**config.mk**
```make
export PLATFORM = sky130hd
export DESIGN_NAME = bounded_linked_list_engine_top
export DESIGN_NICKNAME = d
export VERILOG_FILES = /design/src/rtl/bll_pkg.sv /design/src/rtl/bll_node_ram.sv /design/src/rtl/bounded_linked_list_engine_top.sv
export VERILOG_INCLUDE_DIRS = /design/src /design/src/rtl
export SDC_FILE = /design/constraint.sdc
export NUM_CORES = 1
export LEC_CHECK = 0
export ABC_AREA = 1
export ABC_CLOCK_PERIOD_IN_PS = 3800
export BUFFER_PORTS_ARGS = -buffer_cell sky130_fd_sc_hd__clkbuf_2
export CAP_MARGIN = 5
export CORE_MARGIN = 5
export CORE_UTILIZATION = 50
export DETAILED_ROUTE_END_ITERATION = 8
export GPL_TIMING_DRIVEN = 0
export PLACE_DENSITY_LB_ADDON = 0.2
export SETUP_SLACK_MARGIN = 0.02
export SYNTH_ARGS = -nofsm -noshare
export SYNTH_HDL_FRONTEND = slang
export SYNTH_HIERARCHICAL = 1
export SYNTH_SLANG_ARGS = --single-unit
export TNS_END_PERCENT = 50
```
**constraint.sdc**
```tcl
create_clock -name clk -period 3.8 [get_ports clk]
set_input_delay 0.76 -clock clk [delete_from_list [all_inputs] [get_ports clk]]
set_output_delay 0.76 -clock clk [all_outputs]
set_load 0.02 [all_outputs]
```
**src/rtl/bounded_linked_list_engine_top_defines.svh**
```systemverilog
// Assertion macros shared by the linked list engine RTL.
`ifndef BOUNDED_LINKED_LIST_ENGINE_TOP_DEFINES_SVH
`define BOUNDED_LINKED_LIST_ENGINE_TOP_DEFINES_SVH

// Checks that a condition holds at every clock edge outside reset.
`define BLL_ASSERT(label, expr, msg) \
	label: assert property (@(posedge clk) disable iff (!arst_n) (expr)) else $error(msg);

// Checks that a condition in one cycle is followed by another in the next cycle.
`define BLL_ASSERT_NEXT(label, ante, cons, msg) \
	label: assert property (@(posedge clk) disable iff (!arst_n) (ante) |=> (cons)) \
		else $error(msg);

`endif

```
**src/rtl/bll_pkg.sv**
```systemverilog
// Shared constants and codes for the bounded linked list engine.
package bll_pkg;

	// Default storage configuration.
	localparam int DEPTH_DEF      = 16;
	localparam int DATA_WIDTH_DEF = 32;

	// Field widths of the stream transactions.
	localparam int OP_W        = 3;
	localparam int VALUE_W     = 32;
	localparam int POS_W       = 4;
	localparam int STATUS_W    = 2;
	localparam int ELEM_W      = 32;
	localparam int LEN_W       = 5;
	localparam int IN_TDATA_W  = 40;
	localparam int OUT_TDATA_W = 40;

	// Operation codes.
	typedef enum logic [OP_W-1:0] {
		OP_PUSH    = 3'd0,
		OP_APPEND  = 3'd1,
		OP_INSERT  = 3'd2,
		OP_DEL_KEY = 3'd3,
		OP_DEL_AT  = 3'd4,
		OP_CLEAR   = 3'd5,
		OP_LIST    = 3'd6
	} op_t;

	// Result status codes.
	typedef enum logic [STATUS_W-1:0] {
		STAT_OK        = 2'd0,
		STAT_FULL      = 2'd1,
		STAT_NOT_FOUND = 2'd2
	} status_t;

endpackage

```
**src/rtl/bll_node_ram.sv**
```systemverilog
// Node store memory with one write port and one registered read port.
module bll_node_ram #(
	parameter int WIDTH = bll_pkg::DATA_WIDTH_DEF,
	parameter int DEPTH = bll_pkg::DEPTH_DEF
) (
	input  logic                     clk,
	input  logic                     we,
	input  logic [$clog2(DEPTH)-1:0] waddr,
	input  logic [WIDTH-1:0]         wdata,
	input  logic                     re,
	input  logic [$clog2(DEPTH)-1:0] raddr,
	output logic [WIDTH-1:0]         rdata
);

	logic [WIDTH-1:0] mem [DEPTH];

	// Write port.
	always_ff @(posedge clk) begin
		if (we) begin
			mem[waddr] <= wdata;
		end
	end

	// Read port, data registered and held while no read is issued.
	always_ff @(posedge clk) begin
		if (re) begin
			rdata <= mem[raddr];
		end
	end

endmodule

```
**src/rtl/bounded_linked_list_engine_top.sv**
```systemverilog
// Bounded singly linked list engine: top level with the list sequencer.
//
// Usage: one input transaction on s_axis carries an operation, a value and a
// position; the engine answers on m_axis. Every operation but list gives one
// result with tlast high; list gives one result per element (tuser high) in
// list order, tlast on the final one, or one plain result for an empty list.
// Nodes live in two single-port-read memories (values and next links); a
// sequencer walks the links one node per cycle through the shared read port.
// Steps from acceptance to the result entering the output register, K being the
// link steps walked: push writes the node after dispatch; append and insert walk
// K links, then write the new node and two links; each of these allocates first
// when a freed slot is reused; delete at a position walks K links and delete by
// key up to the length, then frees the node found; clear, an empty list and every
// rejected operation answer straight after dispatch. The block takes one item at
// a time and is not ready until its last result is in the output register.
// Reset empties the list at once; slots are handed out from a free list and a
// high-water mark, so no clearing pass runs after reset or clear.
// A stalled receiver holds the output register and the list burst pauses
// in place; nothing is dropped.
`include "bounded_linked_list_engine_top_defines.svh"

module bounded_linked_list_engine_top #(
	parameter int DEPTH      = bll_pkg::DEPTH_DEF,
	parameter int DATA_WIDTH = bll_pkg::DATA_WIDTH_DEF
) (
	input  logic                             clk,
	input  logic                             arst_n,
	input  logic                             s_axis_tvalid,
	output logic                             s_axis_tready,
	// operation [2:0], value [34:3], position [38:35], zero [39]
	input  logic [bll_pkg::IN_TDATA_W-1:0]   s_axis_tdata,
	output logic                             m_axis_tvalid,
	input  logic                             m_axis_tready,
	// status [1:0], element [33:2], length [38:34], zero [39]
	output logic [bll_pkg::OUT_TDATA_W-1:0]  m_axis_tdata,
	// has_element [0]
	output logic                             m_axis_tuser,
	output logic                             m_axis_tlast
);

	localparam int IW   = $clog2(DEPTH);
	localparam int CW   = $clog2(DEPTH + 1);
	localparam int SW   = (DATA_WIDTH < bll_pkg::VALUE_W) ? DATA_WIDTH : bll_pkg::VALUE_W;
	localparam int CMPW = (CW > bll_pkg::POS_W) ? CW : bll_pkg::POS_W;

	typedef enum logic [3:0] {
		S_IDLE,
		S_DISPATCH,
		S_ALLOC,
		S_PUSH,
		S_WALK,
		S_INS_W2,
		S_FREE,
		S_RESP,
		S_LIST
	} state_t;

	// Control registers.
	state_t          state_q, state_d;
	logic [CW-1:0]   count_q;
	logic [CW-1:0]   hwm_q;
	logic [IW-1:0]   head_q;
	logic            out_valid_q;

	// Working registers.
	logic [bll_pkg::OP_W-1:0] op_q;
	logic [SW-1:0]            key_q;
	logic [bll_pkg::POS_W-1:0] pos_q;
	logic [IW-1:0]            fhead_q;
	logic [IW-1:0]            slot_q;
	logic [IW-1:0]            cur_q;
	logic [IW-1:0]            prev_q;
	logic [CW-1:0]            step_q;
	logic [CW-1:0]            target_q;
	logic [CW-1:0]            target_d;
	bll_pkg::status_t         status_q, status_d;
	logic                     status_set;

	// Output register payload.
	bll_pkg::status_t            out_status_q;
	logic [bll_pkg::ELEM_W-1:0]  out_elem_q;
	logic                        out_has_q;
	logic                        out_last_q;
	logic [bll_pkg::LEN_W-1:0]   out_len_q;

	// Memory ports.
	logic            rd_en;
	logic [IW-1:0]   rd_addr;
	logic [SW-1:0]   val_rd;
	logic [IW-1:0]   link_rd;
	logic            vwe;
	logic            lwe;
	logic [IW-1:0]   lwaddr;
	logic [IW-1:0]   lwdata;

	// Sequencer strobes.
	logic            accept_in;
	logic            room;
	logic            is_full;
	logic            free_avail;
	logic            pos_ge;
	logic            push_like;
	logic            walk_done;
	logic            key_hit;
	logic            list_last;
	logic            take_hwm;
	logic            do_clear;
	logic            count_inc;
	logic            count_dec;
	logic            head_load;
	logic [IW-1:0]   head_d;
	logic            fhead_from_link;
	logic            fhead_from_cur;
	logic            slot_from_cur;
	logic            step_clr;
	logic            advance;
	logic            out_load;
	logic            out_has_d;
	logic            out_last_d;

	// Value and link stores.
	bll_node_ram #(
		.WIDTH (SW),
		.DEPTH (DEPTH)
	) u_value_ram (
		.clk   (clk),
		.we    (vwe),
		.waddr (slot_q),
		.wdata (key_q),
		.re    (rd_en),
		.raddr (rd_addr),
		.rdata (val_rd)
	);

	bll_node_ram #(
		.WIDTH (IW),
		.DEPTH (DEPTH)
	) u_link_ram (
		.clk   (clk),
		.we    (lwe),
		.waddr (lwaddr),
		.wdata (lwdata),
		.re    (rd_en),
		.raddr (rd_addr),
		.rdata (link_rd)
	);

	// Handshake and shared compare flags.
	assign s_axis_tready = (state_q == S_IDLE);
	assign accept_in     = s_axis_tvalid && s_axis_tready;
	assign room          = !out_valid_q || m_axis_tready;
	assign is_full       = (count_q == CW'(DEPTH));
	assign free_avail    = (count_q != hwm_q);
	assign pos_ge        = (CMPW'(pos_q) >= CMPW'(count_q));
	assign push_like     = (op_q == bll_pkg::OP_PUSH) || (count_q == '0);
	assign walk_done     = (step_q == target_q);
	assign key_hit       = (val_rd == key_q);
	assign list_last     = (step_q == count_q - CW'(1));

	// Walk target: tail for append, stored length for key search, else the position.
	always_comb begin
		case (op_q)
			bll_pkg::OP_APPEND:  target_d = count_q - CW'(1);
			bll_pkg::OP_DEL_KEY: target_d = count_q;
			default:             target_d = CW'(pos_q);
		endcase
	end

	// Sequencer next state, memory controls and update strobes.
	always_comb begin
		state_d         = state_q;
		rd_en           = 1'b0;
		rd_addr         = link_rd;
		vwe             = 1'b0;
		lwe             = 1'b0;
		lwaddr          = cur_q;
		lwdata          = link_rd;
		status_set      = 1'b0;
		status_d        = bll_pkg::STAT_OK;
		take_hwm        = 1'b0;
		do_clear        = 1'b0;
		count_inc       = 1'b0;
		count_dec       = 1'b0;
		head_load       = 1'b0;
		head_d          = link_rd;
		fhead_from_link = 1'b0;
		fhead_from_cur  = 1'b0;
		slot_from_cur   = 1'b0;
		step_clr        = 1'b0;
		advance         = 1'b0;
		out_load        = 1'b0;
		out_has_d       = 1'b0;
		out_last_d      = 1'b1;
		unique case (state_q)
			S_IDLE: begin
				if (accept_in) begin
					rd_en    = 1'b1;
					rd_addr  = head_q;
					step_clr = 1'b1;
					state_d  = S_DISPATCH;
				end
			end
			S_DISPATCH: begin
				status_set = 1'b1;
				state_d    = S_RESP;
				unique case (op_q) inside
					bll_pkg::OP_PUSH, bll_pkg::OP_APPEND, bll_pkg::OP_INSERT: begin
						if ((op_q == bll_pkg::OP_INSERT) && pos_ge) begin
							status_d = bll_pkg::STAT_NOT_FOUND;
						end else if (is_full) begin
							status_d = bll_pkg::STAT_FULL;
						end else if (free_avail) begin
							rd_en   = 1'b1;
							rd_addr = fhead_q;
							state_d = S_ALLOC;
						end else begin
							take_hwm = 1'b1;
							state_d  = push_like ? S_PUSH : S_WALK;
						end
					end
					bll_pkg::OP_DEL_KEY: begin
						state_d = S_WALK;
					end
					bll_pkg::OP_DEL_AT: begin
						if (pos_ge) begin
							status_d = bll_pkg::STAT_NOT_FOUND;
						end else begin
							state_d = S_WALK;
						end
					end
					bll_pkg::OP_CLEAR: begin
						do_clear = 1'b1;
					end
					bll_pkg::OP_LIST: begin
						if (count_q != '0) begin
							state_d = S_LIST;
						end
					end
					default: begin
						state_d = S_RESP;
					end
				endcase
			end
			S_ALLOC: begin
				// Pop the free list and restart the walk at the head.
				fhead_from_link = 1'b1;
				slot_from_cur   = 1'b1;
				rd_en           = 1'b1;
				rd_addr         = head_q;
				step_clr        = 1'b1;
				state_d         = push_like ? S_PUSH : S_WALK;
			end
			S_PUSH: begin
				vwe       = 1'b1;
				lwe       = 1'b1;
				lwaddr    = slot_q;
				lwdata    = head_q;
				head_load = 1'b1;
				head_d    = slot_q;
				count_inc = 1'b1;
				state_d   = S_RESP;
			end
			S_WALK: begin
				unique case (op_q) inside
					bll_pkg::OP_APPEND, bll_pkg::OP_INSERT: begin
						if (walk_done) begin
							vwe     = 1'b1;
							lwe     = 1'b1;
							lwaddr  = slot_q;
							lwdata  = link_rd;
							state_d = S_INS_W2;
						end else begin
							rd_en   = 1'b1;
							advance = 1'b1;
						end
					end
					bll_pkg::OP_DEL_AT, bll_pkg::OP_DEL_KEY: begin
						if (walk_done && (op_q == bll_pkg::OP_DEL_KEY)) begin
							status_set = 1'b1;
							status_d   = bll_pkg::STAT_NOT_FOUND;
							state_d    = S_RESP;
						end else if (walk_done || key_hit && (op_q == bll_pkg::OP_DEL_KEY)) begin
							// Unlink the current node from its predecessor or the head.
							if (step_q == '0) begin
								head_load = 1'b1;
							end else begin
								lwe    = 1'b1;
								lwaddr = prev_q;
							end
							state_d = S_FREE;
						end else begin
							rd_en   = 1'b1;
							advance = 1'b1;
						end
					end
					default: begin
						state_d = S_RESP;
					end
				endcase
			end
			S_INS_W2: begin
				lwe       = 1'b1;
				lwaddr    = cur_q;
				lwdata    = slot_q;
				count_inc = 1'b1;
				state_d   = S_RESP;
			end
			S_FREE: begin
				// Push the removed node onto the free list.
				lwe            = 1'b1;
				lwaddr         = cur_q;
				lwdata         = fhead_q;
				fhead_from_cur = 1'b1;
				count_dec      = 1'b1;
				state_d        = S_RESP;
			end
			S_RESP: begin
				if (room) begin
					out_load = 1'b1;
					state_d  = S_IDLE;
				end
			end
			S_LIST: begin
				if (room) begin
					out_load   = 1'b1;
					out_has_d  = 1'b1;
					out_last_d = list_last;
					rd_en      = 1'b1;
					advance    = 1'b1;
					if (list_last) begin
						state_d = S_IDLE;
					end
				end
			end
			default: begin
				state_d = S_IDLE;
			end
		endcase
	end

	// State, list bookkeeping and output valid.
	always_ff @(posedge clk or negedge arst_n) begin
		if (!arst_n) begin
			state_q     <= S_IDLE;
			count_q     <= '0;
			hwm_q       <= '0;
			head_q      <= '0;
			out_valid_q <= 1'b0;
		end else begin
			state_q <= state_d;
			if (do_clear) begin
				count_q <= '0;
				hwm_q   <= '0;
				head_q  <= '0;
			end else begin
				if (count_inc) begin
					count_q <= count_q + CW'(1);
				end else if (count_dec) begin
					count_q <= count_q - CW'(1);
				end
				if (take_hwm) begin
					hwm_q <= hwm_q + CW'(1);
				end
				if (head_load) begin
					head_q <= head_d;
				end
			end
			if (out_load) begin
				out_valid_q <= 1'b1;
			end else if (m_axis_tready) begin
				out_valid_q <= 1'b0;
			end
		end
	end

	// Working registers and output payload.
	always_ff @(posedge clk) begin
		if (accept_in) begin
			op_q  <= s_axis_tdata[2:0];
			key_q <= SW'(s_axis_tdata[34:3]);
			pos_q <= s_axis_tdata[38:35];
		end
		if (rd_en) begin
			cur_q <= rd_addr;
		end
		if (step_clr) begin
			step_q <= '0;
		end else if (advance) begin
			step_q <= step_q + CW'(1);
			prev_q <= cur_q;
		end
		if (state_q == S_DISPATCH) begin
			target_q <= target_d;
		end
		if (take_hwm) begin
			slot_q <= IW'(hwm_q);
		end else if (slot_from_cur) begin
			slot_q <= cur_q;
		end
		if (fhead_from_link) begin
			fhead_q <= link_rd;
		end else if (fhead_from_cur) begin
			fhead_q <= cur_q;
		end
		if (status_set) begin
			status_q <= status_d;
		end
		if (out_load) begin
			out_status_q <= out_has_d ? bll_pkg::STAT_OK : status_q;
			out_elem_q   <= out_has_d ? bll_pkg::ELEM_W'(val_rd) : '0;
			out_has_q    <= out_has_d;
			out_last_q   <= out_last_d;
			out_len_q    <= bll_pkg::LEN_W'(count_q);
		end
	end

	// Output channel.
	assign m_axis_tvalid = out_valid_q;
	assign m_axis_tdata  = {1'b0, out_len_q, out_elem_q, out_status_q};
	assign m_axis_tuser  = out_has_q;
	assign m_axis_tlast  = out_last_q;

	// Assertions.
	`BLL_ASSERT(a_count_le_hwm, count_q <= hwm_q, "list length exceeds allocated slots")
	`BLL_ASSERT(a_hwm_le_depth, hwm_q <= CW'(DEPTH), "high-water mark beyond node store")
	`BLL_ASSERT(a_fresh_only_when_no_free, !take_hwm || (count_q == hwm_q), "fresh slot taken while free list holds nodes")
	`BLL_ASSERT_NEXT(a_busy_after_accept, accept_in, !s_axis_tready, "engine ready right after a transaction")

endmodule

```
==> metrics.md, run 1 <==
| Metric | Value |
|---|---|
| Synth Area in Compound Gates | roughly 1.6% |
| Max cap viols | 0 |
| Post-Synth Adder-Cell Area | 0.382% |
| Max Slew Vio Count | 0 |
| Layout cells sized above 1 | approximately an eighth |
| Status | completed |
| Syn nets | about 3,200 |
| Rel. slew slack | roughly 45% |
| First-pass GRT wire length | roughly 130 mm |
| Cells after synthesis | about 3,100 |
| Dpl cell area | about 0.035 sq mm |
| Cts hold-fix bufs | 0 |
| TritonCTS clock tree | yes |
| I/O pin count | slightly below 90 |
| DRT Pass-1 Iters | 6 |
| Util after Layout | slightly below 60% |
| Design area | 0.0377 sq mm |
| Worst hold-check path type | in -> async |
| Hpwl dp | 59.7 mm |
| Simple-gate area share of the yosys netlist | between 20 and 25% |
| Worst-Margin Slew | 828 ps |
| CP max stage delay | a little over 400 ps |
| Post-synth top cells | nand2_1 (904), edfxtp_1 (715), inv_1 (558), nand3_1 (461), nor2_1 (115) |
| P&R area growth vs syn | 15.3% |
| Area share of xor/xnor cells in the synthesized design | 1.10% |
| Synthesized area per cell | between 10 and 15 sq um |
| Congestion Overflow GR | 0 |
| Power Total | 34.9 mW |
| Clock Skew | around 26 ps |
| Nets | around 3,400 |
| Clock transition at path regs | approximately 60 ps |
| Final hold violations | 0 |
| Worst vdd ir | 0.000591 V |
| Worst setup SP type | flop |
| Tmin final | about 3600 ps |
| FMAX | 0.278 GHz |
| Seq/Total Area, Yosys | about two thirds |
| Inserted Clock Buffers | 81 |
| DR vias | roughly 23,000 |
| Initial antenna violation count | 0 |
| Slowest cell on the critical path | dfrtp_1 |
| Final period utilization | about 95% |
| Crit Path Class | reg -> reg |
| Die width | between 200 and 300 um |
| Number of flops mapped to enable cells by yosys | approximately 720 |
| Synth warn | 6 |
| # diodes | 0 |
| Pre-CTS setup slack | -739 ps |
| Clock latency on the worst-skew pair | 620 ps |
| Gpl congestion | just under 0.9 |
| Die Height | between 200 and 300 um |
| Cell area after synthesis | around 0.033 sq mm |
| Unrepaired setup endpoints after global routing | yes |
| Register bit total from synthesis | about 740 |
| Largest family of logic cells by synthesized area | simple AND/OR/NAND/NOR gates |
| DR iter-0 viols | between 2,000 and 2,500 |
| Number of global-route vias before repair | between 20,000 and 25,000 |
| IO Port Bufs | 85 |
| Layout fillers | 5,304 |
| Routed wire length per instance | around 21 um |
| Setup violators final | 0 |
| Pwr per Cell Area | roughly 920 mW/mm^2 |
| Clock sink total | around 740 |
| Post-synthesis mux area share | 0% |
| Leak pwr | 16.0 nW |
| Most frequent cell after synthesis | nand2_1 |
| FFs w/ async S/R, synth | 2.57% |
| CP required | 4140 ps |
| Initial Util | 50.7% |
| Antenna-violating nets left | 0 |
| Post-Route WL | 89.2 mm |
| Cells along the critical path | nor2_1, inv_1, nor2_1, inv_1, nor2_4, nor2_1, clkinvlp_4, nand2_1, o211ai_1, buf_4, buf_6, buf_6, clkbuf_4, nand2_1, nand3_1, nand3_1, nand3_1, nand2_1 |
| Post-synth top flop | edfxtp_1 |
| Crit path capture type | flop |
| Post-synthesis cell type count | 44 |
| Maximum fanout along the worst path | 10 |
| Largest cells by area after synthesis | edfxtp_1 (66%), nand2_1 (10%), nand3_1 (7.1%) |
| Final TNS setup | 0 ps |
| Clock Tree Buf Depth | 3 |
| Die area | approximately 0.071 sq mm |
| Final hold slack | roughly 130 ps |
| Synth top area share | 65.6% |
| Htree depth | 3 |
| Critical Path AT | 3940 ps |
| Core Footprint | 0.0646 sq mm |
| Largest net degree at the start of global routing | 25 |
| GR Util All Layers | between 20% and 30% |
| Setup ws final | 206 ps |
| Num rows | between 90 and 100 |
| DRC | 0 |
| Placed Instances | roughly 4,000 |
| Synth area leader | edfxtp_1 |
| Non-Filler Instances | roughly 4,200 |
| Via/cell ratio | about 5.4 |
| CTS root buffer | clkbuf_16 |
## routing by layer
metal	vias to the layer above	track usage, %	routed length (um)
li1	10600	-	-
met1	11000	34.1	36300
met2	1052	40.8	42400
met3	188	4.75	7800
met4	0	7.43	2790
met5	-	0	0
## registers in the layout (all words and copies together), names as in the netlist
register / count
slot_q: 4
u_value_ram/mem: 512
pos_q: 4
m_axis_tlast: 1
hwm_q: 5
step_q: 5
key_q: 32
u_link_ram/mem: 64
status_q: 2
prev_q: 4
m_axis_tvalid: 1
count_q: 5
fhead_q: 4
m_axis_tuser: 1
target_q: 5
op_q: 3
out_status_q: 2
head_q: 4
u_link_ram/rdata: 4
out_len_q: 5
cur_q: 4
state_q: 4
u_value_ram/rdata: 32
out_elem_q: 32
## placed cells by master, fill, tap and decap left out, types with 24 or more instances in the layout
cell type	count
nand2_1	903
edfxtp_1	715
inv_1	558
nand3_1	461
clkbuf_2	95
nor2_1	93
clkbuf_16	85
buf_6	47
buf_4	34
o21ai_0	33
nor2_4	25
xor2_1	24
buf_2	24
## worst paths after layout
kind | startpoint | endpoint | slack (ps) | cells after the start
min reg2reg | count_q[4]$_DFFE_PN0P_ | out_len_q[4]$_DFFE_PP_ | 460 | 0
max in group asynchronous | arst_n | count_q[1]$_DFFE_PN0P_ | 3260 | 1
min in group clk | s_axis_tdata[20] | key_q[17]$_DFFE_PP_ | 310 | 1
max reg2reg | state_q[3]$_DFFE_PN0P_ | u_value_ram/rdata[27]$_DFFE_PP_ | 210 | 18
min | arst_n | m_axis_tvalid$_DFFE_PN0P_ | 130 | 1
max | state_q[3]$_DFFE_PN0P_ | u_value_ram/rdata[27]$_DFFE_PP_ | 210 | 18
## cell families after synthesis
family                     count (synthesis)
AOI/OAI and AO/OA                         89
DFF                                      739
adders and majority gates                 10
other                                      1
and+or+nand+nor                         1542
buffers and inverters                    703
xor gates and xnor gates                  41
## what timing repair did
item / CTS / global route
gates resized for setup: 14 / 89
pin swaps: 4 / 8
setup endpoints to repair: 32 / 282
buffers inserted: 8 / 10
## where the power goes
part,leakage (nW),internal (mW),switching [mW]
Combinational,8.05,5.05,11.2
Sequential,6.76,10.5,0.649
Clock,1.21,4.27,3.13
Total,16.0,19.9,15.0
## worst max-delay path, delay by kind of cell, from the launching register on
family,cells,cell delay (ps)
AOI/OAI and AO/OA,1,90
and+or+nand+nor,10,1610
DFF,1,410
buffers and inverters,7,1200
## cell type report
cell class                 instances  area [sq um]  area share [%]
sequential                       739         22000            58.4
clock inverter                    43           299           0.793
timing repair buffer             127          1150            3.05
inverter                         575          2170            5.76
buffer                           127          1020            2.71
tap                              855          1070            2.84
multi-input combinational       1683          7780            20.6
clock buffer                     100          2180            5.79
(Power assumes the default switching activity.)
==> run 2, diff against run 1 <==
==> constraint.sdc (replaced) <==
create_clock -name clk -period 3.8 [get_ports clk]
set_input_delay 0.76 -clock clk [delete_from_list [all_inputs] [get_ports clk]]
set_output_delay 0.76 -clock clk [all_outputs]
set_load 0.1 [all_outputs]
==> run 2 against run 1 <==
  * Count of clock-buffer cells in the layout is 4 lower
  * Die area stayed put
  * Sequential share of layout area hardly changed
  * Via count hardly changed
  * Non-clock buffer count is 2 higher
  * Clock skew is 0.56 ps higher
==> metrics.md, run 2 (same netlist as run 1, synthesis figures left out) <==
| Metric | Value |
|---|---|
| Design area | between 0.03 and 0.04 sq mm |
| Dpl cell area | 0.0348 sq mm |
| Worst vdd ir | between 0.0006 and 0.0007 V |
| Most used cell along the critical path | nand3_1 |
| Cts hold-fix bufs | 0 |
| Clock transition at path regs | around 60 ps |
| Die width | about 270 um |
| Setup violators final | 0 |
| Layout cells sized above 1 | between 10 and 15% |
| Number of global-route vias before repair | about 22,000 |
| Inserted Clock Buffers | about 80 |
| Num rows | 93 |
| Via/cell ratio | roughly 5.4 |
| Unrepaired setup endpoints after global routing | yes |
| Final period utilization | a little over nine tenths |
| Max cap viols | 0 |
| P&R area growth vs syn | 15.3% |
| Congestion Overflow GR | 0 |
| Nets | between 3,000 and 4,000 |
| Worst hold-check path type | in -> async |
| IO Port Bufs | 85 |
| Slowest cell on the critical path | dfrtp_1 |
| Core Footprint | roughly 0.065 sq mm |
| Die Height | 266 um |
| Pwr per Cell Area | about 940 mW/mm^2 |
| Max Slew Vio Count | 0 |
| Rel. slew slack | a little under 40% |
| Most common cell after layout, fill and taps aside | nand2_1 |
| # diodes | 0 |
| CP max stage delay | between 400 and 500 ps |
| Most frequent cells in the layout | nand2_1 (902), edfxtp_1 (715), inv_1 (558) |
| Number of flip-flops in the largest register | around 500 |
| DR vias | 22,800 |
| Register with the most flip-flops | u_value_ram/mem |
| DRC | 0 |
| Hpwl dp | between 60 and 70 mm |
| Largest regs | u_value_ram/mem: 512 flops, u_link_ram/mem: 64 flops |
| Tmin final | approximately 3600 ps |
| Crit Path Class | reg -> reg |
| Worst-Margin Slew | slightly above 900 ps |
| Clock latency on the worst-skew pair | 630 ps |
| Final hold slack | roughly 100 ps |
| Die area | about 0.071 sq mm |
| Reg-to-Reg Start | count_q[1]$_DFFE_PN0P_ |
| FF-to-FF End | u_value_ram/rdata[23]$_DFFE_PP_ |
| Antenna-violating nets left | 0 |
| Worst setup SP type | flop |
| Util after Layout | about 58% |
| Critical Path AT | 4110 ps |
| Post-Route WL | between 90 and 100 mm |
| Crit path capture type | flop |
| GR Util All Layers | between 20% and 30% |
| DRT Pass-1 Iters | 6 |
| Htree depth | 3 |
| Worst R2R Path Depth | 17 |
| FMAX | roughly 0.27 GHz |
| Largest net degree at the start of global routing | 26 |
| Leak pwr | between 15 and 20 nW |
| Clock sink total | 739 |
| Routed wire length per instance | 21.3 um |
| Placed Instances | ~4,000 |
| Pre-CTS setup slack | -845 ps |
| Gpl congestion | 0.881 |
| CTS root buffer | clkbuf_16 |
| Final hold violations | 0 |
| Initial antenna violation count | 0 |
| Setup ws final | between 150 and 200 ps |
| TritonCTS clock tree | yes |
| Clock Tree Buf Depth | 3 |
| Crit path from | count_q[1]$_DFFE_PN0P_ |
| Status | completed |
| Maximum fanout along the worst path | 10 |
| Cells along the critical path | inv_1, ha_1, nand4_1, o21ai_2, nand2_1, nand2_2, nor2_4, o21ai_0, o211ai_1, buf_4, inv_1, buf_2, buf_2, nand3_1, nand3_1, nand3_1, nand2_1 |
| CP required | 4260 ps |
| Initial Util | 50.7% |
| Clock Skew | ~27 ps |
| First-pass GRT wire length | between 100 and 150 mm |
| DR iter-0 viols | 2,430 |
| I/O pin count | between 80 and 90 |
| Non-Filler Instances | 4,255 |
| Setup slack, reg-to-reg | about 150 ps |
==> run 2: power by group <==
part | internal, mW | switching [mW]
clock network | 4.33 | 3.17
registers | 10.5 | 0.652
logic | 4.99 | 11.9
==> run 2: critical path: cells and delay by family, from the launching register on <==
family	cells	cell delay (ps)
adder cells (fa/ha/maj)	1	330
AO/OA/AOI/OAI	3	530
AND/OR/NAND/NOR	8	1020
buffers and inverters	5	1140
flip-flops	1	430
==> run 2: final cells by class <==
type / instances / area [sq um]
Clock buffer: 96 / 2120
Multi-Input combinational cell: 1684 / 7790
Clock inverter: 50 / 390
Sequential cell: 739 / 22000
Buffer: 127 / 998
Inverter: 575 / 2170
Timing Repair Buffer: 129 / 1130
Fill cell: 5289 / 26900
Tap cell: 855 / 1070
==> run 2: metrics by stage <==
stage               TNS (ps)  power [mW]
finish                     0        35.5
global route           -40.3        37.4
CTS                        0        35.2
detailed placement    -24390        27.4
global placement     -958520        27.0
floorplan                  0        21.4
==> run 2: repair_timing <==
item / CTS / global route
setup endpoints to repair: 36 / 350
setup buffers: 9 / 12
cloned: 1 / 0
pin swaps: 5 / 9
resized for setup: 19 / 58
==> run 2: metal layers <==
metal	up-vias	track usage [%]	routed length [um]
met4	0	9.22	3100
met5	-	0	0
li1	10600	-	-
met3	193	4.36	7500
met1	11000	35.6	37800
met2	972	40.1	42200
==> run 2: worst max-delay path by stage <==
stage                                             to  cells after the start
global route         u_link_ram/mem[11][1]$_DFFE_PP_                     16
CTS                  u_value_ram/rdata[23]$_DFFE_PP_                     21
global placement    u_value_ram/mem[0][19]$_DFFE_PP_                      9
finish               u_value_ram/rdata[23]$_DFFE_PP_                     17
floorplan            u_value_ram/rdata[15]$_DFFE_PP_                     19
detailed placement   u_value_ram/rdata[29]$_DFFE_PP_                     15
